--- src/hw/rtl/efcd_pkg.sv ---
// Shared types and constants for the earliest-free counter dispatcher.
`default_nettype none
package efcd_pkg;

  localparam int ID_W        = 20;
  localparam int SVC_W       = 16;
  localparam int TIME_W      = 32;
  localparam int OIDX_W      = 5;
  localparam int CFG_W       = 6;
  localparam int IN_TDATA_W  = 40;
  localparam int OUT_TDATA_W = 64;

  localparam logic [CFG_W-1:0] CFG_RESET = 6'd32;

  typedef struct packed {
    logic [ID_W-1:0]  id;
    logic [SVC_W-1:0] svc;
    logic             last;
  } job_t;

  typedef struct packed {
    logic [TIME_W-1:0] fin_time;
    logic [OIDX_W-1:0] idx;
    logic [ID_W-1:0]   id;
    logic              last;
  } dep_t;

endpackage
`default_nettype wire

--- src/hw/rtl/efcd_front.sv ---
// Input side: unpacks job words into a two-entry queue ahead of the dispatch engine.
`default_nettype none
module efcd_front (
  input  wire logic                              clk,
  input  wire logic                              rst_n,
  input  wire logic                              in_tvalid,
  output logic                                   in_tready,
  input  wire logic [efcd_pkg::IN_TDATA_W-1:0]   in_tdata,
  input  wire logic                              in_tlast,
  output logic                                   q_valid,
  output efcd_pkg::job_t                         q_job,
  input  wire logic                              q_ready
);
  import efcd_pkg::*;

  job_t       ent_r [2];
  logic       wr_ptr_r, wr_ptr_nxt;
  logic       rd_ptr_r, rd_ptr_nxt;
  logic [1:0] cnt_r, cnt_nxt;
  logic       push, pop;
  job_t       in_job;

  assign in_job.id   = in_tdata[ID_W-1:0];
  assign in_job.svc  = in_tdata[ID_W+SVC_W-1:ID_W];
  assign in_job.last = in_tlast;

  assign in_tready = (cnt_r != 2'd2);
  assign q_valid   = (cnt_r != 2'd0);
  assign q_job     = ent_r[rd_ptr_r];

  assign push = in_tvalid && in_tready;
  assign pop  = q_valid && q_ready;

  always_comb begin
    wr_ptr_nxt = push ? ~wr_ptr_r : wr_ptr_r;
    rd_ptr_nxt = pop ? ~rd_ptr_r : rd_ptr_r;
    cnt_nxt    = cnt_r + 2'(push) - 2'(pop);
  end

  always_ff @(posedge clk) begin
    if (!rst_n) begin
      wr_ptr_r <= 1'b0;
      rd_ptr_r <= 1'b0;
      cnt_r    <= 2'd0;
    end else begin
      wr_ptr_r <= wr_ptr_nxt;
      rd_ptr_r <= rd_ptr_nxt;
      cnt_r    <= cnt_nxt;
    end
  end

  always_ff @(posedge clk) begin
    if (push) begin
      ent_r[wr_ptr_r] <= in_job;
    end
  end

endmodule
`default_nettype wire

--- src/hw/rtl/efcd_engine.sv ---
// Dispatch engine: counter table, earliest-free scan, flush sequencing and output register.
`default_nettype none
module efcd_engine #(
  parameter int NUM_COUNTERS = 32
) (
  input  wire logic                        clk,
  input  wire logic                        rst_n,
  input  wire logic [efcd_pkg::CFG_W-1:0]  cfg_limit,
  input  wire logic                        q_valid,
  input  efcd_pkg::job_t                   q_job,
  output logic                             q_ready,
  output logic                             out_valid,
  input  wire logic                        out_ready,
  output efcd_pkg::dep_t                   out_dep
);
  import efcd_pkg::*;

  localparam int CNT_W = $clog2(NUM_COUNTERS + 1);
  localparam int IDX_W = (NUM_COUNTERS > 1) ? $clog2(NUM_COUNTERS) : 1;

  localparam logic [1:0] S_IDLE  = 2'd0;
  localparam logic [1:0] S_SCAN  = 2'd1;
  localparam logic [1:0] S_EMIT  = 2'd2;
  localparam logic [1:0] S_WRITE = 2'd3;

  logic [TIME_W-1:0] time_mem [NUM_COUNTERS];
  logic [ID_W-1:0]   id_mem   [NUM_COUNTERS];

  logic [1:0]              state_r, state_nxt;
  logic [NUM_COUNTERS-1:0] busy_r, busy_nxt;
  logic                    fl_r, fl_nxt;
  logic [CNT_W-1:0]        rd_cnt_r, rd_cnt_nxt;
  logic [CNT_W-1:0]        scan_end_r, scan_end_nxt;
  logic                    cmp_v_r, cmp_v_nxt;
  logic                    have_r, have_nxt;
  logic                    out_valid_r, out_valid_nxt;

  logic [IDX_W-1:0]  cmp_idx_r, cmp_idx_nxt;
  logic [TIME_W-1:0] rd_time_r;
  logic [ID_W-1:0]   rd_id_r;
  logic [TIME_W-1:0] best_time_r, best_time_nxt;
  logic [IDX_W-1:0]  best_idx_r, best_idx_nxt;
  logic [ID_W-1:0]   best_id_r, best_id_nxt;
  logic [IDX_W-1:0]  sel_r, sel_nxt;
  logic [TIME_W-1:0] start_r, start_nxt;
  job_t              job_r, job_nxt;
  dep_t              out_r, out_nxt;

  logic [CFG_W:0]          cfg_ext;
  logic [CNT_W-1:0]        lim;
  logic                    idle_found;
  logic [IDX_W-1:0]        idle_idx;
  logic [IDX_W-1:0]        rd_addr;
  logic                    scan_issue;
  logic                    cmp_ok;
  logic                    out_free;
  logic [NUM_COUNTERS-1:0] best_hot;
  logic [NUM_COUNTERS-1:0] remain;
  logic [TIME_W:0]         sum;
  logic [TIME_W-1:0]       finish;
  logic                    mem_we;

  assign cfg_ext = {1'b0, cfg_limit};
  always_comb begin
    if (cfg_limit == '0) begin
      lim = CNT_W'(1);
    end else if (cfg_ext > (CFG_W+1)'(NUM_COUNTERS)) begin
      lim = CNT_W'(NUM_COUNTERS);
    end else begin
      lim = CNT_W'(cfg_limit);
    end
  end

  // lowest idle counter below the limit
  always_comb begin
    idle_found = 1'b0;
    idle_idx   = '0;
    for (int i = NUM_COUNTERS - 1; i >= 0; i--) begin
      if (!busy_r[i] && (CNT_W'(i) < lim)) begin
        idle_found = 1'b1;
        idle_idx   = IDX_W'(i);
      end
    end
  end

  assign rd_addr    = rd_cnt_r[IDX_W-1:0];
  assign scan_issue = (state_r == S_SCAN) && (rd_cnt_r != scan_end_r);
  assign cmp_ok     = cmp_v_r && (!fl_r || busy_r[cmp_idx_r]) &&
                      (!have_r || (rd_time_r < best_time_r));
  assign out_free   = !out_valid_r || out_ready;

  always_comb begin
    best_hot             = '0;
    best_hot[best_idx_r] = 1'b1;
  end
  assign remain = busy_r & ~best_hot;

  assign sum    = {1'b0, start_r} + (TIME_W+1)'(job_r.svc);
  assign finish = sum[TIME_W] ? '1 : sum[TIME_W-1:0];
  assign mem_we = (state_r == S_WRITE);

  assign q_ready   = (state_r == S_IDLE);
  assign out_valid = out_valid_r;
  assign out_dep   = out_r;

  always_comb begin
    state_nxt     = state_r;
    busy_nxt      = busy_r;
    fl_nxt        = fl_r;
    rd_cnt_nxt    = rd_cnt_r;
    scan_end_nxt  = scan_end_r;
    cmp_v_nxt     = scan_issue;
    cmp_idx_nxt   = rd_addr;
    have_nxt      = have_r;
    best_time_nxt = best_time_r;
    best_idx_nxt  = best_idx_r;
    best_id_nxt   = best_id_r;
    sel_nxt       = sel_r;
    start_nxt     = start_r;
    job_nxt       = job_r;
    out_nxt       = out_r;
    out_valid_nxt = out_valid_r && !out_ready;

    if (scan_issue) begin
      rd_cnt_nxt = rd_cnt_r + CNT_W'(1);
    end
    if (cmp_ok) begin
      have_nxt      = 1'b1;
      best_time_nxt = rd_time_r;
      best_idx_nxt  = cmp_idx_r;
      best_id_nxt   = rd_id_r;
    end

    unique case (state_r)
      S_IDLE: begin
        if (q_valid) begin
          job_nxt = q_job;
          if (idle_found) begin
            sel_nxt   = idle_idx;
            start_nxt = '0;
            state_nxt = S_WRITE;
          end else begin
            fl_nxt       = 1'b0;
            rd_cnt_nxt   = '0;
            scan_end_nxt = lim;
            have_nxt     = 1'b0;
            state_nxt    = S_SCAN;
          end
        end
      end
      S_SCAN: begin
        if (!scan_issue && !cmp_v_r) begin
          state_nxt = S_EMIT;
        end
      end
      S_EMIT: begin
        if (out_free) begin
          out_valid_nxt    = 1'b1;
          out_nxt.fin_time = best_time_r;
          out_nxt.idx      = OIDX_W'(best_idx_r);
          out_nxt.id       = best_id_r;
          if (fl_r) begin
            out_nxt.last = (remain == '0);
            busy_nxt     = remain;
            if (remain == '0) begin
              fl_nxt    = 1'b0;
              state_nxt = S_IDLE;
            end else begin
              rd_cnt_nxt = '0;
              have_nxt   = 1'b0;
              state_nxt  = S_SCAN;
            end
          end else begin
            out_nxt.last = 1'b0;
            start_nxt    = best_time_r;
            sel_nxt      = best_idx_r;
            state_nxt    = S_WRITE;
          end
        end
      end
      S_WRITE: begin
        busy_nxt[sel_r] = 1'b1;
        if (job_r.last) begin
          fl_nxt       = 1'b1;
          rd_cnt_nxt   = '0;
          scan_end_nxt = CNT_W'(NUM_COUNTERS);
          have_nxt     = 1'b0;
          state_nxt    = S_SCAN;
        end else begin
          state_nxt = S_IDLE;
        end
      end
      default: state_nxt = S_IDLE;
    endcase
  end

  always_ff @(posedge clk) begin
    if (!rst_n) begin
      state_r     <= S_IDLE;
      busy_r      <= '0;
      fl_r        <= 1'b0;
      rd_cnt_r    <= '0;
      scan_end_r  <= '0;
      cmp_v_r     <= 1'b0;
      have_r      <= 1'b0;
      out_valid_r <= 1'b0;
    end else begin
      state_r     <= state_nxt;
      busy_r      <= busy_nxt;
      fl_r        <= fl_nxt;
      rd_cnt_r    <= rd_cnt_nxt;
      scan_end_r  <= scan_end_nxt;
      cmp_v_r     <= cmp_v_nxt;
      have_r      <= have_nxt;
      out_valid_r <= out_valid_nxt;
    end
  end

  always_ff @(posedge clk) begin
    cmp_idx_r   <= cmp_idx_nxt;
    best_time_r <= best_time_nxt;
    best_idx_r  <= best_idx_nxt;
    best_id_r   <= best_id_nxt;
    sel_r       <= sel_nxt;
    start_r     <= start_nxt;
    job_r       <= job_nxt;
    out_r       <= out_nxt;
  end

  // counter table, one read and one write port
  always_ff @(posedge clk) begin
    if (scan_issue) begin
      rd_time_r <= time_mem[rd_addr];
      rd_id_r   <= id_mem[rd_addr];
    end
    if (mem_we) begin
      time_mem[sel_r] <= finish;
      id_mem[sel_r]   <= job_r.id;
    end
  end

  a_write_sets_busy: assert property (@(posedge clk) disable iff (!rst_n)
    (state_r == S_WRITE) |=> busy_r[$past(sel_r)])
    else $error("placed counter not marked busy");

  a_emit_has_best: assert property (@(posedge clk) disable iff (!rst_n)
    (state_r == S_EMIT) |-> have_r)
    else $error("departure emitted without a selected counter");

  a_flush_clears_all: assert property (@(posedge clk) disable iff (!rst_n)
    ($past(state_r) == S_EMIT && state_r == S_IDLE) |-> (busy_r == '0 && out_r.last))
    else $error("flush ended with busy counters or unmarked final word");

  a_scan_bounded: assert property (@(posedge clk) disable iff (!rst_n)
    (state_r == S_SCAN) |-> (rd_cnt_r <= scan_end_r))
    else $error("scan ran past its end");

endmodule
`default_nettype wire

--- src/hw/rtl/earliest_free_counter_dispatcher.sv ---
// Top level of the earliest-free counter dispatcher: ports, limit register, front queue, engine.
//
//   channel  | dir | handshake            | payload
//   in_      | in  | in_tvalid/in_tready  | in_tdata: customer_id, service_time; in_tlast: last_job
//   out_     | out | out_tvalid/out_tready| out_tdata: finish_time, counter_index, departing_id;
//            |     |                      | out_tlast: last_departure
//   cfg_     | in  | cfg_we               | cfg_wdata: active_counters
//
// A job that finds an idle counter below the limit goes straight to the write state, with no scan.
// Otherwise the engine scans the limit's counters one a cycle through the table's
// read port and emits one departure word.
// A last job then drains every busy counter, rescanning the whole table for each departure.
// Synchronous reset idles all counters at once; no clearing pass.
// A full output register stalls the engine; the two-entry queue keeps taking words meanwhile until it is full.
`default_nettype none
module earliest_free_counter_dispatcher #(
  parameter int NUM_COUNTERS = 32
) (
  input  wire logic                               clk,
  input  wire logic                               rst_n,
  input  wire logic                               in_tvalid,
  output logic                                    in_tready,
  input  wire logic [efcd_pkg::IN_TDATA_W-1:0]    in_tdata,   // customer_id, service_time, pad
  input  wire logic                               in_tlast,
  output logic                                    out_tvalid,
  input  wire logic                               out_tready,
  output logic [efcd_pkg::OUT_TDATA_W-1:0]        out_tdata,  // finish_time, counter_index,
                                                              // departing_id, pad
  output logic                                    out_tlast,
  input  wire logic                               cfg_we,
  input  wire logic [efcd_pkg::CFG_W-1:0]         cfg_wdata
);
  import efcd_pkg::*;

  logic [CFG_W-1:0] limit_r;
  logic             q_valid;
  logic             q_ready;
  job_t             q_job;
  dep_t             dep;

  always_ff @(posedge clk) begin
    if (!rst_n) begin
      limit_r <= CFG_RESET;
    end else if (cfg_we) begin
      limit_r <= cfg_wdata;
    end
  end

  efcd_front u_front (
    .clk       (clk),
    .rst_n     (rst_n),
    .in_tvalid (in_tvalid),
    .in_tready (in_tready),
    .in_tdata  (in_tdata),
    .in_tlast  (in_tlast),
    .q_valid   (q_valid),
    .q_job     (q_job),
    .q_ready   (q_ready)
  );

  efcd_engine #(
    .NUM_COUNTERS (NUM_COUNTERS)
  ) u_engine (
    .clk       (clk),
    .rst_n     (rst_n),
    .cfg_limit (limit_r),
    .q_valid   (q_valid),
    .q_job     (q_job),
    .q_ready   (q_ready),
    .out_valid (out_tvalid),
    .out_ready (out_tready),
    .out_dep   (dep)
  );

  assign out_tdata = {(OUT_TDATA_W-TIME_W-OIDX_W-ID_W)'(0), dep.id, dep.idx, dep.fin_time};
  assign out_tlast = dep.last;

endmodule
`default_nettype wire

--- config.mk ---
export PLATFORM = sky130hd
export DESIGN_NAME = earliest_free_counter_dispatcher
export DESIGN_NICKNAME = d
export VERILOG_FILES = /design/src/hw/rtl/efcd_pkg.sv /design/src/hw/rtl/efcd_front.sv /design/src/hw/rtl/efcd_engine.sv /design/src/hw/rtl/earliest_free_counter_dispatcher.sv
export SDC_FILE = /design/constraint.sdc
export NUM_CORES = 2
export LEC_CHECK = 0
export ABC_AREA = 0
export BUFFER_PORTS_ARGS = -buffer_cell sky130_fd_sc_hd__clkbuf_2
export CAP_MARGIN = 20
export CORE_MARGIN = 5
export CORE_UTILIZATION = 30
export CTS_CLUSTER_DIAMETER = 80
export DETAILED_ROUTE_END_ITERATION = 7
export REMOVE_ABC_BUFFERS = 1
export SYNTH_ARGS = -nofsm -noshare
export SYNTH_HDL_FRONTEND = slang
export SYNTH_SLANG_ARGS = --single-unit
--- constraint.sdc ---
create_clock -name clk -period 8.8 [get_ports clk]
set_input_delay 0.44 -clock clk [delete_from_list [all_inputs] [get_ports clk]]
set_output_delay 0.44 -clock clk [all_outputs]
set_load 0.03 [all_outputs]
# Word level (Yosys, flattened, before mapping)
# Memory sizes are Yosys's and may differ from the RTL's. A register that Yosys moved wholly into a read port is not among the register bits.
# Cells that the tools add are included.
# totals
reg_bits,217
ram_bits,1738
inputBits,52
output_inout_bits,67
n_memories,3
# op_classes
add_sub_neg,4
order_cmp,39
eq_ne,13
n_mux,127
bitwise,5
n_reduce_logical,97
# mem_list
name,depth,word_bits,read_ports,rd_ports_with_merged_regs,wr,line,text
u_engine.time_mem,32,32,1,1,1,efcd_engine.sv:26,logic [TIME_W-1:0] time_mem [NUM_COUNTERS];
u_engine.id_mem,32,20,1,1,1,efcd_engine.sv:27,logic [ID_W-1:0] id_mem [NUM_COUNTERS];
u_front.ent_r,2,37,1,1,1,efcd_front.sv:16,job_t ent_r [2];
# op_table
cell,count
32-bit 2-to-1 mux,7
5-bit 2-to-1 mux,36
32-bit case mux with 2 select lines,2
5-bit by 6-bit less-than comparator with 1-bit output (first input constant),16
6-bit 2-to-1 mux,12
1-bit 2-to-1 mux,56
4-bit by 6-bit less-than comparator with 1-bit output (first input constant),8
1-bit logical AND,41
1-bit logical NOT,38
32-bit by 16-bit adder with 33-bit output,1
32-bit bitwise AND,1
32-bit logical NOT,1
32-bit less-than comparator,1
32-bit inverter,1
32-bit bitwise OR,1
3-bit by 6-bit less-than comparator with 1-bit output (first input constant),4
5-bit by 6-bit less-than comparator with 1-bit output (second input constant),3
6-bit case mux with 3 select lines,1
1-bit by 6-bit less-than comparator with 1-bit output (first input constant),2
2-bit by 6-bit less-than comparator with 1-bit output (first input constant),2
6-bit case mux with 2 select lines,1
1-bit demux with 5-bit select,2
5-bit by 1-bit greater-or-equal comparator with 1-bit output (second input constant),2
2-bit 2-to-1 mux,5
23 further kinds,41

# Depth between registers and ports, before layout
# logic_depth
ltp_word,40
mapped_depth,11
depth_no_buf,10

# Hierarchy
# A second synthesis with hierarchy kept.
# hier_totals
hier_cells,3602
area_unflattened_um2,79612.6
# by_module_without_submodules
module,n_inst,cells_each,area_per_inst_um2,seq_area_each_um2
efcd_engine,1,3436,76273.2,58305.9
efcd_front,1,139,3056.7,2322.2
earliest_free_counter_dispatcher,1,27,282.8,120.1

# Worst setup path before layout
# Ideal clock, no wire load.
# synth_timing
path_type,flip-flop to flip-flop
start,reg u_engine.state_r[0]
end,"reg u_engine.sel_r[0], enable pin"
setup_ns,0.444
arrival_ns,5.764
path_slack_ns,2.593
path_stages_with_launch,7
synth_period_minus_slack_ns,6.207
cell_sequence,dfxtp_1 > clkbuf_1 > nand2b_1 > clkbuf_1 > a21oi_1 > nand2b_1 > a21oi_1
# synth_between
elab_chain_len,3
word_cells_on_any_way,8
# synth_rtl
element,line,text
"start, declared",efcd_engine.sv:29,"logic [1:0] state_r, state_nxt;"
"start signal, assigned",efcd_engine.sv:208,state_r <= state_nxt;
2-bit == test / 2-bit logical NOT (equally long branches),efcd_engine.sv:134,unique case (state_r)
"2-bit != test (no source line), or another cell as far along",--,
5-bit AND reduction (no source line) *,--,
"end signal, assigned",efcd_engine.sv:224,sel_r <= sel_nxt;
"end, declared",efcd_engine.sv:44,"logic [IDX_W-1:0] sel_r, sel_nxt;"
# Mark *: on every way between the ends. The rest lies on a longest branch, timed or not.
# A chain may end at the register's enable or synchronous reset.

# Worst setup path after layout
# layout_timing
start,reg u_engine.start_r[0]
end,mem u_engine.time_mem[3][30] (data pin)
# layout_between
elab_chain_len,2
# layout_rtl
element,line,text
"start, declared",efcd_engine.sv:45,"logic [TIME_W-1:0] start_r, start_nxt;"
"start signal, assigned",efcd_engine.sv:225,start_r <= start_nxt;
32-bit by 16-bit adder with 33-bit output,efcd_engine.sv:98,"assign sum = {1'b0, start_r} + (TIME_W+1)'(job_r.svc);"
32-bit 2-to-1 mux,efcd_engine.sv:99,assign finish = sum[TIME_W] ? '1 : sum[TIME_W-1:0];
via u_engine.finish[30],efcd_engine.sv:60,logic [TIME_W-1:0] finish;
"end, declared",efcd_engine.sv:26,
# The timed path passes the listed nets, and every way through them passes these cells.

==> results.toml <==
[run_status]
outcome = "complete, no violations"

[placement]
place_congestion = 0.854
dp.final_hpwl_um = 109000
dp_worst_setup_slack_ns = 4.15
io_buffers = 107
placed_area_mm2 = 0.0850

[worst_setup_path]
crit_slowest_cell = "a31oi_1"
path_class = "flop to flop"
critPathBufInv = 2
crit_chain = "ha_1 -> inv_1 -> fa_1 -> nor2b_1 -> o31a_1 -> buf_4 -> o211ai_1 -> a31oi_1 -> o21ai_1 -> o21bai_1 -> o21a_1"
worst_ep_arrival_time_ns = 4.94
critPathMaxFanout = 32
crit_family = "compound AO/OA/AOI/OAI gates"
end_kind = "flop"
critPathLaunchType = "flop"
critical_path_required_ns = 9.28
critPathMaxStageDelay_ns = 0.89

[cts]
htree_levels = 4
cts_buffers = 204
clk_latency_ns = 0.85
clkSlewWorstSetupHoldPaths_ns = 0.06
ctsHoldBuffers = 52
cts_setup_buffers = 0
clock-sinks = 2044
cts_buffer_depth = 3
post_cts_resized = 0
cts_root_buf = "clkbuf_16"
cts_tree = "done"

[drt]
drcViolationCount = 0
drt_iter0_drc = 4582
dr.pass1.iters = 5
routed-via-count = 38972
wl_per_cell_um = 27.1
wl_um = 207000
ant_nets = 0
routed_via_density = 5.09

[timing]
rsz0062_at_grt = "no"
max-slew-margin-rel = 0.238
finalSetupTns_ns = 0
tightest_slew_ns = 1.14
hold_viol = 0
period_share = 0.506
finalWorstSetupSlack_ns = 4.35
fmax_mhz = 224
skew_ns = 0.0321
slew_violations = 0
setup_violations = 0
fin_crit_ns = 4.45

[logic_synthesis]
synth_top_area_frac = 0.748
synth_seq_cells = 2044
synth_area_mm2 = 0.0795
netlist_top_cells_count = "edfxtp_1 (1979), mux4_2 (530), nor2_1 (127), clkbuf_1 (118), mux2_2 (90)"
synth_edf_count = 1979
synth_most_common_cell = "edfxtp_1"
ys_types = 83
seq_area_frac_synth = 0.764
yosys-top-cells-area = "edfxtp_1 (75%), mux4_2 (15%), dfxtp_1 (1.6%), mux2_2 (1.3%), ha_1 (0.79%)"
ys.flop_type = "edfxtp_1"
yosysTopAreaCell = "edfxtp_1"
synth_area_per_cell_um2 = 21.7
synthArstFlopShare = 0
syn-instance-count = 3660
ys_warn_count = 0

[cells_and_area]
fin_nets = 4054
final_area_mm2 = 0.0921
drive_gt1_frac = 0.296
syn_to_final_growth_pct = 15.8

[grt]
grt_pass1_wl_um = 293000
grt_pass1_vias = 38961
grt.overflow.total = 0
grt_max_degree = 121
grt_use_total = 0.146
antenna_found_initial = 6

[run]
max-cap-violations = 0

[floorplanning]
dieArea_mm2 = 0.275
initial_core_util = 0.301
die_y_um = 525
num_io_pins = 119
rows = 189
fp.coreArea_mm2 = 0.264
die_w_um = 525

[power_and_ir_drop]
p_total_w = 0.0267
ir_drop_mv = 0.277
power.leakage_nw = 28.0
powerDensity_mw_per_mm2 = 289

[min_path]
hold_class = "input pin to flop"
-- where the power goes --
group	internal [W]	switching, W	leakage [nW]
combinational	0.00114	0.00303	6.37
sequential	0.0135	0.000631	18.4
clock	0.00465	0.00373	3.16
-- kinds of logic (layout without fill, tap and decap cells) --
group	after synthesis	after routing	synth area share
simple gates	375	375	0.0239
mux	626	626	0.164
xor+xnor	27	27	0.00298
buf+inv	248	700	0.0127
flops	2044	2044	0.764
compound gates	288	288	0.0246
other cells	1	8	0.0000472
fa+ha+maj	51	51	0.00812
-- through the flow --
stage | cells | hold WS [ns] | util
global route | 7652 | 0.295 | 0.348
finish | 7652 | 0.327 | 0.348
global placement | 7213 | 0.404 | 0.321
detailed placement | 7218 | 0.405 | 0.321
CTS | 7643 | 0.247 | 0.348
floorplan | 3479 | 0.400 | -
-- sequential cells by signal, indices dropped and copies added (netlist names), 2 cells and up --
signal                flops
u_engine.busy_r          32
u_engine.job_r           37
u_engine.best_idx_r       5
u_front.cnt_r             2
u_engine.rd_time_r       32
u_engine.rd_id_r         20
u_engine.rd_cnt_r         6
u_engine.state_r          2
limit_r                   6
u_engine.best_time_r     32
u_front.ent_r            74
u_engine.start_r         32
u_engine.sel_r            5
u_engine.time_mem      1024
u_engine.out_dep         58
u_engine.best_id_r       20
u_engine.cmp_idx_r        5
u_engine.scan_end_r       6
u_engine.id_mem         640
-- area by class of cell --
type,instances,area [µm²]
flip-flops and latches,2044,60800
fillers,24520,172000
clock inverters,123,1130
diodes,1,2.50
multi-input cells,1374,18100
repair buffers,266,2090
clock buffers,250,5320
well taps,3533,4420
inverters,61,231
-- worst register-to-register path, stage by stage, from the launching register on --
cell and delay [ns]:
edfxtp_1 0.34, ha_1 0.17, inv_1 0.06, fa_1 0.37, nor2b_1 0.21, o31a_1 0.15, buf_4 0.17, o211ai_1 0.12
a31oi_1 0.89, o21ai_1 0.49, o21bai_1 0.25, o21a_1 0.88
-- placed cells by master, fill, tap and decap left out, drive strengths merged, types with 6 or more instances in the layout --
cell	count
nand4	20
or3	17
inv	72
o32ai	7
dlygate4sd3	52
and2	6
a31oi	15
buf	107
nand3	25
o21a	15
clkbuf	357
nand2b	16
nor2	127
edfxtp	1979
nor3	25
conb	7
and3	16
nand2	67
a22oi	7
mux2i	6
nor2b	9
o21ai	61
o221a	12
a211oi	8
mux2	90
xor2	14
nand3b	13
o31ai	13
nor4	11
o21bai	10
o211ai	10
clkinv	96
dfxtp	65
a21o	16
ha	50
mux4	530
bufinv	11
a21oi	69
xnor2	13
-- per-layer routing --
layer / GRT usage / vias up / share of wire / routed length (µm)
met5: 0 / - / 0.000034 / 7
met3: 0.0259 / 322 / 0.071 / 14800
met2: 0.236 / 1691 / 0.48 / 99400
li1: - / 15977 / - / -
met1: 0.203 / 20980 / 0.42 / 87300
met4: 0.0441 / 2 / 0.029 / 5920
-- final timing paths --
| check | from | end | slack (ns) | cells after the start |
|---|---|---|---|---|
| worst min register to register | u_engine.best_id_r[4] | u_engine.out_dep[5] | 0.42 | 0 |
| worst max-delay path | u_engine.start_r[0] | u_engine.time_mem[3][30] | 4.35 | 11 |
| worst max register to register | u_engine.start_r[0] | u_engine.time_mem[3][30] | 4.35 | 11 |
| worst min-delay path | in_tdata[9] | u_front.ent_r[0][26] | 0.33 | 2 |
(Power assumes the default switching activity.)
